## config.mk

```make
export PLATFORM = sky130hd
export DESIGN_NAME = nnz_balanced_row_partitioner_core
export DESIGN_NICKNAME = d
export VERILOG_FILES = /design/src/sv/nbrp_pkg.sv /design/src/sv/nnz_balanced_row_partitioner_core.sv /design/src/sv/nbrp_ctrl.sv /design/src/sv/nbrp_datapath.sv
export SDC_FILE = /design/constraint.sdc
export NUM_CORES = 1
export LEC_CHECK = 0
export ABC_AREA = 1
export ABC_CLOCK_PERIOD_IN_PS = 21500
export BUFFER_PORTS_ARGS = -buffer_cell sky130_fd_sc_hd__buf_2
export CORE_UTILIZATION = 35
export CTS_BUF_LIST = sky130_fd_sc_hd__clkbuf_2
export CTS_CLUSTER_SIZE = 24
export DETAILED_ROUTE_END_ITERATION = 8
export GPL_ROUTABILITY_DRIVEN = 0
export PLACE_DENSITY_LB_ADDON = 0.12
export SYNTH_ARGS = -nofsm -noshare
export SYNTH_HDL_FRONTEND = slang
export SYNTH_HIERARCHICAL = 1
export SYNTH_SLANG_ARGS = --single-unit
```

## constraint.sdc

```tcl
create_clock -name clk -period 21.5 [get_ports clk]
set_clock_uncertainty 0.2 [all_clocks]
set_input_delay 1.075 -clock clk [delete_from_list [all_inputs] [get_ports clk]]
set_output_delay 1.075 -clock clk [all_outputs]
set_load 0.02 [all_outputs]
```

## src/sv/nbrp_pkg.sv

```systemverilog
// Shared types and constants for the nonzero-balanced row partitioner.
// Used by the controller, the datapath and the top level; depends on nothing.
package nbrp_pkg;

  // Default sizing of the block.
  localparam int DEF_MAX_PARTITIONS = 1024;
  localparam int DEF_POINTER_BITS   = 31;

  // Width of the partition_total register as written on the configuration port.
  localparam int PART_CFG_W = 11;

  // Configuration register indexes.
  localparam logic CFG_PARTITION_TOTAL = 1'b0;
  localparam logic CFG_TOTAL_NONZEROS  = 1'b1;

  // Controller states.
  typedef enum logic [2:0] {
    ST_RUN = 3'b001,
    ST_DIV = 3'b010,
    ST_FIN = 3'b100
  } state_t;

  // Controller to datapath.
  typedef struct packed {
    logic accept;    // input transfer this cycle
    logic div_step;  // one restoring-division step
    logic div_fin;   // load the new target from the quotient
  } cmd_t;

  // Datapath to controller.
  typedef struct packed {
    logic close;     // the item on the input closes a partition
    logic div_req;   // the item on the input needs a new target
  } sts_t;

endpackage

```

## src/sv/nnz_balanced_row_partitioner_core.sv

```systemverilog
// Top level of the nonzero-balanced CSR row partitioner: stream ports and the
// configuration port around nbrp_ctrl and nbrp_datapath. Depends on nbrp_pkg.
//
// The block takes the row-pointer array of a CSR matrix, one entry per transfer,
// and cuts the rows greedily into partition_total partitions of balanced nonzero
// count. A pass opens on an entry flagged in in_tuser (entry zero) and ends on the
// entry marked by in_tlast or when the last partition closes; entries outside a
// pass are consumed and ignored. Each partition's target is its start pointer plus
// the remaining nonzeros divided by the remaining partitions; when an entry reaches
// the target, the boundary goes to the closer side and one result transfer gives
// the partition's index, row count and nonzero count, with out_tlast set when it
// closed on the final entry. Ordinary entries are taken one per cycle unless the
// output stalls. The opening entry, and every closing entry that leaves partitions
// open, starts a serial restoring divider that produces one quotient bit per cycle;
// in_tready stays low until DIV steps and FIN load the new target. A result waits in
// an output register; a new entry is taken in the cycle that the result leaves or
// once it has gone. The user must write configuration only while the block is idle;
// the block does not enforce this. It takes effect at the next opening entry.
module nnz_balanced_row_partitioner_core import nbrp_pkg::*; #(
  parameter int MAX_PARTITIONS = DEF_MAX_PARTITIONS,
  parameter int POINTER_BITS   = DEF_POINTER_BITS,
  parameter int IDX_W          = (MAX_PARTITIONS > 1) ? $clog2(MAX_PARTITIONS) : 1,
  parameter int CFG_W          = (POINTER_BITS > PART_CFG_W) ? POINTER_BITS : PART_CFG_W,
  parameter int IN_TDATA_W     = ((POINTER_BITS + 7) / 8) * 8,
  parameter int OUT_TDATA_W    = ((IDX_W + 2 * POINTER_BITS + 7) / 8) * 8
) (
  input  logic                   clk,
  input  logic                   rst_n,
  // Configuration write port.
  input  logic                   cfg_we,
  input  logic                   cfg_addr,
  input  logic [CFG_W-1:0]       cfg_wdata,
  // Row-pointer input stream.
  input  logic                   in_tvalid,
  output logic                   in_tready,
  input  logic [IN_TDATA_W-1:0]  in_tdata,   // pointer_value, zero padding
  input  logic                   in_tuser,   // is_first
  input  logic                   in_tlast,   // last_row
  // Partition result stream.
  output logic                   out_tvalid,
  input  logic                   out_tready,
  output logic [OUT_TDATA_W-1:0] out_tdata,  // partition_index, rows_in_partition,
                                             // nonzeros_in_partition, zero padding
  output logic                   out_tlast   // final_flag
);

  cmd_t cmd;
  sts_t sts;

  logic [IDX_W-1:0]        partition_index;
  logic [POINTER_BITS-1:0] rows_in_partition;
  logic [POINTER_BITS-1:0] nonzeros_in_partition;

  nbrp_ctrl #(
    .POINTER_BITS (POINTER_BITS)
  ) u_ctrl (
    .clk        (clk),
    .rst_n      (rst_n),
    .in_tvalid  (in_tvalid),
    .in_tready  (in_tready),
    .out_tvalid (out_tvalid),
    .out_tready (out_tready),
    .sts        (sts),
    .cmd        (cmd)
  );

  nbrp_datapath #(
    .MAX_PARTITIONS (MAX_PARTITIONS),
    .POINTER_BITS   (POINTER_BITS),
    .IDX_W          (IDX_W),
    .CFG_W          (CFG_W)
  ) u_datapath (
    .clk                   (clk),
    .rst_n                 (rst_n),
    .cfg_we                (cfg_we),
    .cfg_addr              (cfg_addr),
    .cfg_wdata             (cfg_wdata),
    .pointer_value         (in_tdata[POINTER_BITS-1:0]),
    .is_first              (in_tuser),
    .last_row              (in_tlast),
    .cmd                   (cmd),
    .sts                   (sts),
    .partition_index       (partition_index),
    .rows_in_partition     (rows_in_partition),
    .nonzeros_in_partition (nonzeros_in_partition),
    .final_flag            (out_tlast)
  );

  // Fields packed from the lowest bit up; the padding reads as zero.
  assign out_tdata = OUT_TDATA_W'({nonzeros_in_partition, rows_in_partition, partition_index});

endmodule

```

## src/sv/nbrp_ctrl.sv

```systemverilog
// Controller state machine of the row partitioner: handshakes, division sequencing
// and the output valid flag. Depends on nbrp_pkg.
module nbrp_ctrl import nbrp_pkg::*; #(
  parameter int POINTER_BITS = DEF_POINTER_BITS
) (
  input  logic clk,
  input  logic rst_n,
  input  logic in_tvalid,
  output logic in_tready,
  output logic out_tvalid,
  input  logic out_tready,
  input  sts_t sts,
  output cmd_t cmd
);

  localparam int CNT_W = $clog2(POINTER_BITS);

  state_t             state_r, state_nxt;
  logic [CNT_W-1:0]   cnt_r, cnt_nxt;
  logic               out_valid_r, out_valid_nxt;
  logic               accept;

  // A new item is taken only when the output register is free or drains now.
  assign in_tready  = (state_r == ST_RUN) && (!out_valid_r || out_tready);
  assign accept     = in_tvalid && in_tready;
  assign out_tvalid = out_valid_r;

  assign cmd.accept   = accept;
  assign cmd.div_step = (state_r == ST_DIV);
  assign cmd.div_fin  = (state_r == ST_FIN);

  always_comb begin
    state_nxt = state_r;
    cnt_nxt   = cnt_r;
    unique case (state_r)
      ST_RUN: begin
        cnt_nxt = '0;
        if (accept && sts.div_req) begin
          state_nxt = ST_DIV;
        end
      end
      ST_DIV: begin
        cnt_nxt = cnt_r + 1'b1;
        if (cnt_r == CNT_W'(POINTER_BITS - 1)) begin
          state_nxt = ST_FIN;
        end
      end
      ST_FIN: begin
        state_nxt = ST_RUN;
      end
      default: begin
        state_nxt = ST_RUN;
      end
    endcase
  end

  always_comb begin
    out_valid_nxt = out_valid_r;
    if (out_tready) begin
      out_valid_nxt = 1'b0;
    end
    if (accept && sts.close) begin
      out_valid_nxt = 1'b1;
    end
  end

  always_ff @(posedge clk) begin
    if (!rst_n) begin
      state_r     <= ST_RUN;
      cnt_r       <= '0;
      out_valid_r <= 1'b0;
    end else begin
      state_r     <= state_nxt;
      cnt_r       <= cnt_nxt;
      out_valid_r <= out_valid_nxt;
    end
  end

endmodule

```

## src/sv/nbrp_datapath.sv

```systemverilog
// Datapath of the row partitioner: configuration and pass registers, the boundary
// decision, the serial target divider and the result register. Depends on nbrp_pkg.
module nbrp_datapath import nbrp_pkg::*; #(
  parameter int MAX_PARTITIONS = DEF_MAX_PARTITIONS,
  parameter int POINTER_BITS   = DEF_POINTER_BITS,
  parameter int IDX_W          = (MAX_PARTITIONS > 1) ? $clog2(MAX_PARTITIONS) : 1,
  parameter int CFG_W          = (POINTER_BITS > PART_CFG_W) ? POINTER_BITS : PART_CFG_W
) (
  input  logic                    clk,
  input  logic                    rst_n,
  input  logic                    cfg_we,
  input  logic                    cfg_addr,
  input  logic [CFG_W-1:0]        cfg_wdata,
  input  logic [POINTER_BITS-1:0] pointer_value,
  input  logic                    is_first,
  input  logic                    last_row,
  input  cmd_t                    cmd,
  output sts_t                    sts,
  output logic [IDX_W-1:0]        partition_index,
  output logic [POINTER_BITS-1:0] rows_in_partition,
  output logic [POINTER_BITS-1:0] nonzeros_in_partition,
  output logic                    final_flag
);

  localparam int P       = POINTER_BITS;
  localparam int PARTS_W = $clog2(MAX_PARTITIONS + 1);

  // Configuration.
  logic [PART_CFG_W-1:0] parts_cfg_r;
  logic [P-1:0]          total_cfg_r;

  // Pass state.
  logic [P-1:0]       prev_r, prev_nxt;
  logic [P-1:0]       start_r, start_nxt;
  logic [P-1:0]       rows_r, rows_nxt;
  logic [P-1:0]       rem_nnz_r, rem_nnz_nxt;
  logic [PARTS_W-1:0] rem_parts_r, rem_parts_nxt;
  logic [IDX_W-1:0]   cur_r, cur_nxt;
  logic [P:0]         target_r;

  // Divider.
  logic [P-1:0]       div_n_r;
  logic [PARTS_W-1:0] div_rem_r;
  logic [PARTS_W:0]   div_sh;
  logic               div_qbit;

  // Result register.
  logic [IDX_W-1:0] res_idx_r;
  logic [P-1:0]     res_rows_r;
  logic [P-1:0]     res_nnz_r;
  logic             res_final_r;

  logic               active, ge, after, close;
  logic [P-1:0]       rows_inc, nnz, out_rows;
  logic [PARTS_W-1:0] parts_clamped;

  always_ff @(posedge clk) begin
    if (!rst_n) begin
      parts_cfg_r <= PART_CFG_W'(1);
      total_cfg_r <= '0;
    end else if (cfg_we) begin
      unique case (cfg_addr)
        CFG_PARTITION_TOTAL: parts_cfg_r <= cfg_wdata[PART_CFG_W-1:0];
        CFG_TOTAL_NONZEROS:  total_cfg_r <= cfg_wdata[P-1:0];
        default:             ;
      endcase
    end
  end

  always_comb begin
    if (parts_cfg_r == '0) begin
      parts_clamped = PARTS_W'(1);
    end else if (32'(parts_cfg_r) > 32'(MAX_PARTITIONS)) begin
      parts_clamped = PARTS_W'(MAX_PARTITIONS);
    end else begin
      parts_clamped = PARTS_W'(parts_cfg_r);
    end
  end

  // Boundary decision. Overshoot no larger than the shortfall is p1 + p0 <= 2 * target.
  assign active   = (rem_parts_r != '0);
  assign rows_inc = rows_r + 1'b1;
  assign ge       = ({1'b0, pointer_value} >= target_r);
  assign after    = ({1'b0, prev_r} <= target_r) &&
                    (({3'b000, pointer_value} + {3'b000, prev_r}) <= {1'b0, target_r, 1'b0});
  assign close    = !is_first && active && ge;
  assign nnz      = after ? (pointer_value - start_r) : (prev_r - start_r);
  assign out_rows = after ? rows_inc : rows_r;

  assign sts.close   = close;
  assign sts.div_req = is_first || (close && !last_row && (rem_parts_r != PARTS_W'(1)));

  always_comb begin
    prev_nxt      = prev_r;
    start_nxt     = start_r;
    rows_nxt      = rows_r;
    rem_nnz_nxt   = rem_nnz_r;
    rem_parts_nxt = rem_parts_r;
    cur_nxt       = cur_r;
    if (is_first) begin
      prev_nxt      = pointer_value;
      start_nxt     = pointer_value;
      rows_nxt      = '0;
      rem_nnz_nxt   = total_cfg_r;
      rem_parts_nxt = parts_clamped;
      cur_nxt       = '0;
    end else if (active) begin
      prev_nxt = pointer_value;
      if (ge) begin
        start_nxt     = after ? pointer_value : prev_r;
        rows_nxt      = after ? P'(0) : P'(1);
        rem_nnz_nxt   = (nnz > rem_nnz_r) ? P'(0) : (rem_nnz_r - nnz);
        rem_parts_nxt = rem_parts_r - 1'b1;
        cur_nxt       = cur_r + 1'b1;
      end else begin
        rows_nxt = rows_inc;
      end
      if (last_row) begin
        rem_parts_nxt = '0;
      end
    end
  end

  always_ff @(posedge clk) begin
    if (!rst_n) begin
      prev_r      <= '0;
      start_r     <= '0;
      rows_r      <= '0;
      rem_nnz_r   <= '0;
      rem_parts_r <= '0;
      cur_r       <= '0;
      target_r    <= '0;
    end else begin
      if (cmd.accept) begin
        prev_r      <= prev_nxt;
        start_r     <= start_nxt;
        rows_r      <= rows_nxt;
        rem_nnz_r   <= rem_nnz_nxt;
        rem_parts_r <= rem_parts_nxt;
        cur_r       <= cur_nxt;
      end
      if (cmd.div_fin) begin
        target_r <= {1'b0, start_r} + {1'b0, div_n_r};
      end
    end
  end

  // Restoring division, one quotient bit per step; quotient bits replace the dividend.
  assign div_sh   = {div_rem_r, div_n_r[P-1]};
  assign div_qbit = (div_sh >= {1'b0, rem_parts_r});

  always_ff @(posedge clk) begin
    if (cmd.accept) begin
      div_n_r   <= rem_nnz_nxt;
      div_rem_r <= '0;
    end else if (cmd.div_step) begin
      div_n_r   <= {div_n_r[P-2:0], div_qbit};
      div_rem_r <= div_qbit ? PARTS_W'(div_sh - {1'b0, rem_parts_r}) : div_sh[PARTS_W-1:0];
    end
  end

  always_ff @(posedge clk) begin
    if (cmd.accept && close) begin
      res_idx_r   <= cur_r;
      res_rows_r  <= out_rows;
      res_nnz_r   <= nnz;
      res_final_r <= last_row;
    end
  end

  assign partition_index       = res_idx_r;
  assign rows_in_partition     = res_rows_r;
  assign nonzeros_in_partition = res_nnz_r;
  assign final_flag            = res_final_r;

endmodule

```

=== Yosys cells after proc, flatten, opt, wreduce, memory -nomap -nowiden ===
Cells that the tools add are included.

* Add/subtract/negate cells: 10
* Equal/unequal tests: 7
* Magnitude comparators: 6
* Mux-type cells: 34
* Reduce and logical (&&, ||, !) cells: 28
* Shifts and indexed selects: 0
* Multipliers: 0
* Div/mod/pow operators: 0
* Bitwise gates (word level): 1

{| class="wikitable"
|+ Operators with widths
! operator !! count
|-
| $mux W31 || 17
|-
| $sub A31 B31 Y31 || 3
|-
| $mux W11 || 7
|-
| $add A31 B31 Y32 || 2
|-
| $le A34 B33 Y1 || 1
|-
| $ge A31 B32 Y1 || 1
|-
| $le A31 B32 Y1 || 1
|-
| $add A31 B1 Y31 const B || 1
|-
| $gt A31 B31 Y1 || 1
|-
| $mux W10 || 3
|-
| $ge A12 B11 Y1 || 1
|-
| $gt A11 B11 Y1 const B || 1
|-
| $logic_not A11 Y1 || 1
|-
| $ne A11 B1 Y1 const B || 1
|-
| $reduce_bool A11 Y1 || 1
|-
| $sub A11 B1 Y11 const B || 1
|-
| $sub A11 B11 Y11 || 1
|-
| $add A10 B1 Y10 const B || 1
|-
| $pmux W5 S2 || 1
|-
| $reduce_bool A2 Y1 || 5
|-
| $logic_and A1 B1 Y1 || 9
|-
| $reduce_and A2 Y1 || 4
|-
| $mux W3 || 2
|-
| $pmux W3 S2 || 1
|-
| other kinds (13) || 19
|}

* RAM bits: 0
* Latch bits: 0
* Register bits after elaboration: 343
* Memories: 0
* Memory bits (read-only): 0
* Bits of input ports: 71

=== Logic depth before layout (Yosys ltp) ===
* Depth after elaboration: 10
* Mapped depth: 60
* Mapped depth without buffers: 57

=== Modules after synthesis ===
The synthesis kept the hierarchy.

{| class="wikitable"
|+ By module, submodules not included
! module !! sequential area each (µm²) !! instances !! area each (µm²) !! cells each
|-
| nbrp_datapath || 7727.4 || 1 || 24308.3 || 3543
|-
| nbrp_ctrl || 180.2 || 1 || 471.7 || 66
|}

=== Worst setup path after synthesis ===
No wires, ideal clock.

* Path kind: input-to-reg
* From: input port in_tdata[0]
* To: register u_datapath.rem_nnz_r[21]
* Slack: 13131 ps
* Data required time: 21244 ps
* Stages on the path: 55
* Arrival: 8113 ps
* Setup time: 56 ps
* Cell sequence: ha_1 > fa_1 > nand3_1 > nand2_1 > a21oi_1 > o21bai_1 > a21oi_1 > inv_1 > a21oi_1 > o21ai_0 > nand3_1 > nand2_1 > nand2_1 > o211ai_1 > nand2_1 > nand2_1 > xor2_1 > ha_1 > [19 not listed] > o21ai_0 > inv_1 > o31ai_1 > xor2_1 > ha_1 > nand2_1 > nor3_1 > inv_1 > nor2_2 > nand3_1 > nand3_2 > nand2_2 > inv_4 > buf_12 > nand2_1 > o211ai_1 > nand2_1 > inv_1

* Longest elaborated chain between the ends: 9
* Elaborated cells on any way between the ends: 12

{| class="wikitable"
|+ RTL lines
! element !! RTL line !! source
|-
| start, declared || nnz_balanced_row_partitioner_core.sv:36 || <nowiki>input logic [IN_TDATA_W-1:0] in_tdata,</nowiki>
|-
| $add A31 B31 Y32 || nbrp_datapath.sv:85 || <nowiki>(({3'b000, pointer_value} + {3'b000, prev_r}) <= {1'b0, target_r, 1'b0});</nowiki>
|-
| $le A34 B33 Y1 || nbrp_datapath.sv:85 ||
|-
| $logic_and A1 B1 Y1 || nbrp_datapath.sv:84 || <nowiki>assign after = ({1'b0, prev_r} <= target_r) &&</nowiki>
|-
| $mux W31 || nbrp_datapath.sv:87 || <nowiki>assign nnz = after ? (pointer_value - start_r) : (prev_r - start_r);</nowiki>
|-
| $sub A31 B31 Y31 or $gt A31 B31 Y1 (tied branches) || nbrp_datapath.sv:112 || <nowiki>rem_nnz_nxt = (nnz > rem_nnz_r) ? P'(0) : (rem_nnz_r - nnz);</nowiki>
|-
| $mux W31 || nbrp_datapath.sv:112 ||
|-
| $mux W31 (*) || nbrp_datapath.sv:109 || <nowiki>if (ge) begin</nowiki>
|-
| $mux W31 (*) || nbrp_datapath.sv:107 || <nowiki>end else if (active) begin</nowiki>
|-
| $mux W31 (*) || nbrp_datapath.sv:100 || <nowiki>if (is_first) begin</nowiki>
|-
| end signal, assigned || nbrp_datapath.sv:138 || <nowiki>rem_nnz_r <= rem_nnz_nxt;</nowiki>
|-
| end, declared || nbrp_datapath.sv:36 || <nowiki>logic [P-1:0] rem_nnz_r, rem_nnz_nxt;</nowiki>
|}

Mark *: on every way between the ends. The rest lies on a longest branch, timed or not.
A chain may end at the register's enable or synchronous reset.

=== Worst setup path after layout ===
* From: register u_datapath.prev_r[2]
* To: register u_datapath.div_n_r[26], data pin

* Longest elaborated chain between the ends: 10
* Elaborated cells on any way between the ends: 13

{| class="wikitable"
|+ RTL lines
! element !! RTL line !! source
|-
| start, declared || nbrp_datapath.sv:33 || <nowiki>logic [P-1:0] prev_r, prev_nxt;</nowiki>
|-
| start signal, assigned || nbrp_datapath.sv:135 || <nowiki>prev_r <= prev_nxt;</nowiki>
|-
| $add A31 B31 Y32 || nbrp_datapath.sv:85 ||
|-
| $le A34 B33 Y1 || nbrp_datapath.sv:85 ||
|-
| $logic_and A1 B1 Y1 || nbrp_datapath.sv:84 ||
|-
| $mux W31 (*) || nbrp_datapath.sv:87 ||
|-
| named net u_datapath.nnz[5] || nbrp_datapath.sv:54 || <nowiki>logic [P-1:0] rows_inc, nnz, out_rows;</nowiki>
|-
| $sub A31 B31 Y31 or $gt A31 B31 Y1 (tied branches) || nbrp_datapath.sv:112 ||
|-
| $mux W31 (*) || nbrp_datapath.sv:112 ||
|-
| $mux W31 (*) || nbrp_datapath.sv:109 ||
|-
| $mux W31 (*) || nbrp_datapath.sv:107 ||
|-
| $mux W31 (*) || nbrp_datapath.sv:100 ||
|-
| $mux W31 (*) || nbrp_datapath.sv:153 || <nowiki>if (cmd.accept) begin</nowiki>
|-
| end signal, assigned || nbrp_datapath.sv:154 || <nowiki>div_n_r <= rem_nnz_nxt;</nowiki>
|-
| end signal, assigned || nbrp_datapath.sv:157 || <nowiki>div_n_r <= {div_n_r[P-2:0], div_qbit};</nowiki>
|-
| end, declared || nbrp_datapath.sv:42 || <nowiki>logic [P-1:0] div_n_r;</nowiki>
|}

The timed path passes the listed nets; every way through them passes the cells marked *.

==> impl_metrics.toml <==
[clock_tree]
cts_hold_buf = 36
cts_tree = "built"
post-cts-setup-buffers = 0
ctsHtreeMaxLevel = 3
cts_buffers = 99
clock_sinks = 343
clk_pin_slew_ps = 110
clockBufferDepth = 3
cts_resized = 0
clkLatencyLatePin_ps = 1140
cts_root_buf = "clkbuf_2"

[route]
drt_iter0_drc = 1520
via_count = 23600
drc_errors = 0
wl_met1_um = 39500
drtPass1Iterations = 5
final_antenna_net_count = 0
drt-total-wl_um = 78700
routed.top_layer = "met4"
routed-wl-met2_um = 33600
routedWlPerCell_um = 16.3
route.met3.wl_um = 3740
via_per_inst = 4.88

[floorplanning]
io_pins = 146
die_h_um = 268
row_count = 97
initial_core_util_pct = 35.4
die_area_mm2 = 0.0719
dieWidth_um = 268
core_area_mm2 = 0.0700

[global_route]
overflow = 0
grt_max_degree = 67
grt_pass1_wl_um = 123000
antenna_found_initial = 4
grt_usage_pct = 21.9
first_global_vias = 22500

[placed_design]
pre_cts_ws_ps = 9570
placed_area_mm2 = 0.0264
io_buffers = 144
hpwl_um = 59900

[layout]
postLayoutCellArea_mm2 = 0.0277
mostFrequentLayoutCells = "nand2_1 (916), inv_1 (486), nor2_1 (346)"
nNetsFinal = 4104
nFillCells = 7622
final_util_pct = 39.6
multi_input_area_mm2 = 0.0146
seqCellArea_mm2 = 0.00791
mostFrequentLayoutCell = "nand2_1"
drive_gt1_share_pct = 10.7
area_growth_pct = 11.8

[worst_setup_path]
crit_top_cell = "nand2_1"
critPathMaxStageDelay_ps = 700
crit_fanout = 35
startpoint_type = "flop"
critPathCaptureType = "flop"
critical_path_required_ps = 22210
crit_arrival_ps = 11850
criticalPathCategory = "flop to flop"
critPathSlowestCell = "nor4_1"

[job]
maxCapViolCount = 0

[timing]
slew_headroom_pct = 31.8
finalSetupTns_ps = 0
final_max_slew_viol_count = 0
tightest_slew_ps = 1020
fmax_mhz = 89.8
min_period_ps = 11140
rsz0062_at_grt = "false"
hold_viol_final = 0
finalSetupViolCount = 0
post-route-period-util_pct = 51.8
setup_slack_ps = 10360

[logic_synthesis]
synth_area_per_cell_um2 = 6.87
syn_nets = 3904
synth_enable_flop_cells = 104
ys_seq_area_share_pct = 31.9
synth_cells = 3609
ys_ff_latch = 343
synth_area_mm2 = 0.0248
synth_cell_types = 62
ys_dominant_reg_cell = "dfxtp_1"
ys.warnings.count = 6
async_reset_ff_share_pct = 0

[power_and_ir_drop]
powerDensity_mw_per_mm2 = 120
power_uw = 3310
ir_drop_mv = 0.0437
p_leak_uw = 0.0133

[outcome]
status = "completed"

[min_path]
min_path_type = "input pin to flop"
-- Yosys cell counts (12+ instances only) --
library cell | count | share of area [%]
xnor2_1 | 28 | 0.99
o22ai_1 | 17 | 0.43
nand3_1 | 198 | 4.0
nand2_1 | 917 | 14
edfxtp_1 | 104 | 13
xor2_1 | 94 | 3.3
o211ai_1 | 26 | 0.79
a22oi_1 | 13 | 0.39
o21a_1 | 12 | 0.36
ha_1 | 219 | 11
o21ai_0 | 243 | 4.9
nand4_1 | 48 | 1.2
a21oi_1 | 305 | 6.2
clkbuf_1 | 75 | 1.1
nand3_2 | 18 | 0.73
nor3_1 | 29 | 0.59
inv_1 | 486 | 7.4
nand2_2 | 26 | 0.66
buf_2 | 12 | 0.24
nor4_1 | 12 | 0.30
dfxtp_1 | 239 | 19
nor2_1 | 347 | 5.3
-- logic make-up after synthesis --
group,synth area share [%]
and+or+nand+nor,27.8
adders and majority gates,11.5
DFF,31.9
xor gates and xnor gates,4.31
buffers and inverters,9.27
AOI/OAI and AO/OA,15.3
-- where the power goes --
group	switching, uW	total (uW)	internal, uW	leakage, uW
combinational	1370	1990	619	0.00968
sequential	54.6	824	769	0.00293
clock	302	496	194	0.000703
-- final timing paths --
| check | end | slack [ps] | startpoint | cells after the start |
|---|---|---|---|---|
| max reg2reg | u_datapath/div_n_r[26]$_DFFE_PP_ | 10360 | u_datapath/prev_r[2]$_SDFFE_PN0P_ | 48 |
| max | u_datapath/div_n_r[26]$_DFFE_PP_ | 10360 | u_datapath/prev_r[2]$_SDFFE_PN0P_ | 48 |
| min | u_datapath/total_cfg_r[29]$_SDFFE_PN0P_ | 140 | cfg_wdata[29] | 3 |
| min reg2reg | u_datapath/partition_index[8]$_DFFE_PP_ | 270 | u_datapath/cur_r[8]$_SDFFE_PN0P_ | 0 |
-- per-layer routing --
metal | vias to the layer above | GRT usage, %
met5 | - | 0
met4 | 0 | 7.01
met3 | 97 | 3.31
met2 | 520 | 33.6
met1 | 10600 | 31.3
li1 | 12400 | -
-- worst max-delay path: cells and delay by family (launching register included) --
family	cells	cell delay, ps
AOI/OAI and AO/OA	13	3410
buffers and inverters	4	1160
xor gates and xnor gates	1	330
DFF	1	420
and+or+nand+nor	26	4080
adders and majority gates	4	1290
-- metrics by stage --
| step | hold slack, ps | std cells |
|---|---|---|
| 2_1_floorplan | 230 | 3609 |
| 3_3_place_gp | 256 | 4612 |
| 3_5_place_dp | 257 | 4612 |
| 4_1_cts | 0.169 | 4828 |
| 5_1_grt | 31.0 | 4832 |
| 6_report | 136 | 4832 |
-- state kept, by name, indices dropped and copies added (netlist names) --
register and count:
u_datapath/cur_r 10, u_datapath/div_rem_r 11, u_datapath/final_flag 1, u_ctrl/cnt_r 5, u_datapath/total_cfg_r 31, u_datapath/div_n_r 31, u_datapath/rem_nnz_r 31, u_datapath/prev_r 31
u_ctrl/state_r 3, u_datapath/nonzeros_in_partition 31, u_datapath/parts_cfg_r 11, u_ctrl/out_tvalid 1, u_datapath/rows_in_partition 31, u_datapath/start_r 31, u_datapath/rem_parts_r 11, u_datapath/partition_index 10
u_datapath/rows_r 31, u_datapath/target_r 32
-- area by class of cell --
| cell class | instances | area share, % |
|---|---|---|
| Inverter | 498 | 6.77 |
| Tap cell | 940 | 4.25 |
| Clock inverter | 24 | 0.420 |
| Clock buffer | 156 | 2.82 |
| Multi-Input combinational cell | 2666 | 52.7 |
| Antenna cell | 4 | 0.0361 |
| Sequential cell | 343 | 28.5 |
| Timing Repair Buffer | 201 | 4.48 |
Note: power is estimated with default switching activity, not from simulation.
